**src/sattt_pkg.sv**
```systemverilog
// shared types, constants and entry packing for the set-associative table
package sattt_pkg;

  localparam int KEY_W   = 64;
  localparam int DEPTH_W = 6;
  localparam int SCORE_W = 16;
  localparam int MOVE_W  = 16;
  localparam int BOUND_W = 2;
  localparam int INFO_W  = 46;
  localparam int ENTRY_W = KEY_W + INFO_W;

  // info word layout
  localparam int DEPTH_LSB = 0;
  localparam int LIMIT_LSB = 6;
  localparam int SCORE_LSB = 12;
  localparam int MOVE_LSB  = 28;
  localparam int BOUND_LSB = 44;

  localparam logic [BOUND_W-1:0] BOUND_EXACT = 2'd0;

  typedef enum logic [1:0] {
    KIND_STORE  = 2'd0,
    KIND_LOOKUP = 2'd1,
    KIND_CLEAR  = 2'd2,
    KIND_NONE   = 2'd3
  } kind_t;

  // one operation word as held inside the block
  typedef struct packed {
    kind_t               kind;
    logic [KEY_W-1:0]    key;
    logic [DEPTH_W-1:0]  depth;
    logic [DEPTH_W-1:0]  limit;
    logic [SCORE_W-1:0]  score;
    logic [MOVE_W-1:0]   mv;
    logic [BOUND_W-1:0]  bound;
  } req_t;

  // outcome of one bucket update
  typedef struct packed {
    logic                wr;
    logic                hit;
    logic [INFO_W-1:0]   info;
  } upd_res_t;

  function automatic logic [INFO_W-1:0] pack_info(input req_t r);
    return {r.bound, r.mv, r.score, r.limit, r.depth};
  endfunction

endpackage

```
**src/sattt_update.sv**
```systemverilog
// bucket row update: key match, keep/overwrite, append and replacement choice
module sattt_update import sattt_pkg::*; #(
  parameter int WAYS = 8,
  localparam int FW  = $clog2(WAYS + 1),
  localparam int WIW = (WAYS > 1) ? $clog2(WAYS) : 1,
  localparam int RW  = FW + WAYS * ENTRY_W
) (
  input  req_t            req,
  input  logic [RW-1:0]   row_i,
  output logic [RW-1:0]   row_o,
  output upd_res_t        res
);

  logic [FW-1:0]      fill;
  logic [FW-1:0]      fill_n;
  logic [ENTRY_W-1:0] ent   [WAYS];
  logic [ENTRY_W-1:0] ent_n [WAYS];
  logic [INFO_W-1:0]  new_info;
  logic [INFO_W-1:0]  old;
  logic               hit;
  logic [WIW-1:0]     hidx;
  logic               p1_ok, p2_ok;
  logic [WIW-1:0]     p1, p2;
  logic               keep;

  always_comb begin
    fill     = row_i[FW-1:0];
    new_info = pack_info(req);
    for (int w = 0; w < WAYS; w++) begin
      ent[w] = row_i[FW + w*ENTRY_W +: ENTRY_W];
    end
    // first filled way holding the key
    hit  = 1'b0;
    hidx = '0;
    for (int w = WAYS - 1; w >= 0; w--) begin
      if ((FW'(w) < fill) && (ent[w][INFO_W +: KEY_W] == req.key)) begin
        hit  = 1'b1;
        hidx = WIW'(w);
      end
    end
    old  = ent[hidx][INFO_W-1:0];
    keep = (old[LIMIT_LSB +: DEPTH_W] == req.limit) &&
           ((req.depth <= old[DEPTH_LSB +: DEPTH_W]) ||
            (old[BOUND_LSB +: BOUND_W] == BOUND_EXACT));
    // victim choice in a full bucket
    p1_ok = 1'b0;
    p1    = '0;
    p2_ok = 1'b0;
    p2    = '0;
    for (int w = WAYS - 1; w >= 0; w--) begin
      if (ent[w][LIMIT_LSB +: DEPTH_W] != req.limit) begin
        p1_ok = 1'b1;
        p1    = WIW'(w);
      end
      if (ent[w][DEPTH_LSB +: DEPTH_W] > req.depth) begin
        p2_ok = 1'b1;
        p2    = WIW'(w);
      end
    end

    ent_n    = ent;
    fill_n   = fill;
    res.wr   = 1'b0;
    res.hit  = 1'b0;
    res.info = '0;
    case (req.kind)
      KIND_STORE: begin
        if (hit) begin
          if (!keep) begin
            ent_n[hidx][INFO_W-1:0] = new_info;
            res.wr = 1'b1;
          end
        end else if (fill < FW'(WAYS)) begin
          ent_n[fill[WIW-1:0]] = {req.key, new_info};
          fill_n = fill + FW'(1);
          res.wr = 1'b1;
        end else if (p1_ok || p2_ok) begin
          ent_n[p1_ok ? p1 : p2] = ent[WAYS-1];
          ent_n[WAYS-1]          = {req.key, new_info};
          res.wr = 1'b1;
        end
      end
      KIND_LOOKUP: begin
        res.hit  = hit;
        res.info = hit ? old : '0;
      end
      default: begin
      end
    endcase

    row_o[FW-1:0] = fill_n;
    for (int w = 0; w < WAYS; w++) begin
      row_o[FW + w*ENTRY_W +: ENTRY_W] = ent_n[w];
    end
  end

endmodule
```
**config.mk**
```make
export PLATFORM = sky130hd
export DESIGN_NAME = sattt_update
export DESIGN_NICKNAME = d
export VERILOG_FILES = /design/src/sattt_pkg.sv /design/src/sattt_update.sv
export SDC_FILE = /design/constraint.sdc
export NUM_CORES = 2
export LEC_CHECK = 0
export BUFFER_PORTS_ARGS = -buffer_cell sky130_fd_sc_hd__buf_2
export CAP_MARGIN = 15
export CORE_AREA = 5 5 753 755
export DETAILED_ROUTE_END_ITERATION = 6
export DIE_AREA = 0 0 758 760
export PLACE_DENSITY = 0.31
export SLEW_MARGIN = 10
export SYNTH_ARGS = -nofsm -noshare
export SYNTH_HDL_FRONTEND = slang
export SYNTH_SLANG_ARGS = --single-unit
```
**constraint.sdc**
```tcl
create_clock -name vclk -period 9.9
set_input_delay 0.495 -clock vclk [all_inputs]
set_output_delay 0.495 -clock vclk [all_outputs]
set_load 0.05 [all_outputs]
```
==> metrics.yaml <==
vdd.ir_drop.worst_mv: 0.0416
rsz0062_at_grt: "no"
final_common_cell: "buf_2"
dieArea_um2: 576000
hold_class: "input pin to output port"
crit_top_cell: "buf_4"
drc: 2
routed_via_density: 4.58
drt-initial-drc-count: 8611
cp.buffers_inverters: 5
grt_pass1_vias: 64700
synth_seq_area_share_pct: 0
vias: 70700
worst-setup-path-type: "input pin to output port"
hold_viol: 0
cp.arrival_ns: 8.81
maxCapViolCount: 0
clock_buffers: 0
crit_family: "simple AND/OR/NAND/NOR gates"
slew_headroom_pct: 8.28
die_y_um: 760
postRouteAntennaNets: 0
tightest_slew_ns: 1.37
clockPowerShare_pct: 0
yosys_warnings: 0
combPwrFrac_pct: 100.0
syn_nets: 7303
wl_um: 826000
hold_ws_ns: 1.44
num_rows: 275
setup_viol: 0
nFillCells: 65500
port_buffers: 1928
grt_max_degree: 115
endpoint_kind: "output port"
post-cts-setup-buffers: 0
cts_resized: 0
wire_per_inst_um: 53.6
p_switching_mw: 4.12
gp_congestion: 0.989
cp_slowest_cell: "xnor2_1"
drtPass1Iterations: 7
die_w_um: 758
slowest_delay_ns: 0.86
worstPathRequired_ns: 9.41
syn-mean-instance-area_um2: 6.42
seq_cells: 0
drive_gt1_share_pct: 34.2
grt_use_total_pct: 27.1
violations: "design-rule violations"
synth_cells: 6251
syn_area_um2: 40100
layout.nets: 8765
power.density_nw_per_um2: 85.7
cp_max_fo: 24
dp_hpwl_um: 694000
p_seq_share_pct: 0
antenna_found_initial: 417
synth_cell_types: 93
grt_pass1_wl_um: 976000
seqCellArea_um2: 0
max_freq_ghz: 0.107
outcome: "finished, violations left"
globalRouteOverflowTotal: 0
crit_path_start_kind: "input pin"
power.leakage_nw: 23.3
area_delta_synth_final_pct: 57.0
final_cell_mix: "1755 x buf_2, 783 x o22ai_1, 668 x a21oi_1"
slew_viol_final: 0
core_um2: 559000
io_pins: 1928
power_mw: 5.40
final.min_clock_period_ns: 9.30
fin_crit_sh_pct: 94.0
tns_ns: 0
path_cells: "buf_2, xnor2_1, or3b_1, nor4_1, nand4_1, a211oi_2, nor3_1, buf_4, nor3_1, mux2_2, o21ai_0, ha_1, a31oi_1, and3_1, a211oi_1, and4_1, buf_4, a211oi_4, buf_4, a221o_1, buf_2"
initial_utilization_pct: 7.18
postCtsHoldBufs: 0
p_int_mw: 1.28
swShare_pct: 76.3
-- final cells by class --
| type | count | area, um^2 | share of cell area (%) |
|---|---|---|---|
| Timing Repair Buffer | 2338 | 15800 | 25.1 |
| Inverter | 78 | 295 | 0.469 |
| Multi-Input combinational cell | 5295 | 36900 | 58.7 |
| Antenna cell | 234 | 586 | 0.930 |
| Tap cell | 7479 | 9360 | 14.9 |
-- power by group through the flow --
stage | clock network [mW] | logic (mW) | registers, mW
CTS | 0 | 5.38 | 0
detailed placement | 0 | 5.36 | 0
finish | 0.000000323 | 5.40 | 0
global route | 0.000000834 | 5.45 | 0
floorplan | 0 | 2.42 | 0
global placement | 0 | 5.37 | 0
-- through the flow --
step                worst slack (ns)  util, %  std cells  area [um^2]
floorplan                       2.46        -       6251        40100
global placement               0.326     11.1      15200        62300
detailed placement             0.597     11.2      15200        62400
CTS                            0.596     11.2      15200        62400
global route                   0.370     11.2      15300        62600
finish                         0.595     11.3      15400        63000
-- logic make-up after synthesis --
family	share of synthesized area, %
xor+xnor	11.0
buf+inv	9.46
compound gates	48.1
mux	10.9
simple gates	18.7
fa+ha+maj	1.75
-- routing by layer --
layer,up-vias,wire [um],track usage (%)
li1,27700,-,-
met1,36000,293000,28.7
met2,5344,384000,45.6
met3,1577,75500,8.60
met4,124,73500,18.9
met5,-,808,0
-- final timing paths --
| check | startpoint | end | slack (ns) | depth (start not counted) |
|---|---|---|---|---|
| worst max-delay path | req[53] | row_o[684] | 0.60 | 21 |
| worst min-delay path | row_i[31] | row_o[31] | 1.44 | 3 |
-- cell usage after synthesis, types with 56 or more instances --
cell type	instances	area share [%]
nor4_1	122	1.9
nand3_1	65	0.81
mux2_2	176	4.9
ha_1	56	1.7
buf_1	114	1.1
and3_1	65	1.0
o22ai_1	783	12
clkbuf_1	629	5.9
o21ai_0	304	3.8
nand2_1	338	3.2
a21oi_1	669	8.3
inv_1	76	0.71
nor2_1	391	3.7
xnor2_1	257	5.6
xor2_1	249	5.4
buf_2	116	1.4
o221ai_1	137	3.0
nor2b_1	100	1.6
mux2i_1	205	5.1
nand4_1	135	2.1
a221o_1	277	6.9
nor3_1	100	1.2
o22a_1	384	8.4
No activity file was read; power rests on OpenSTA's default activity.
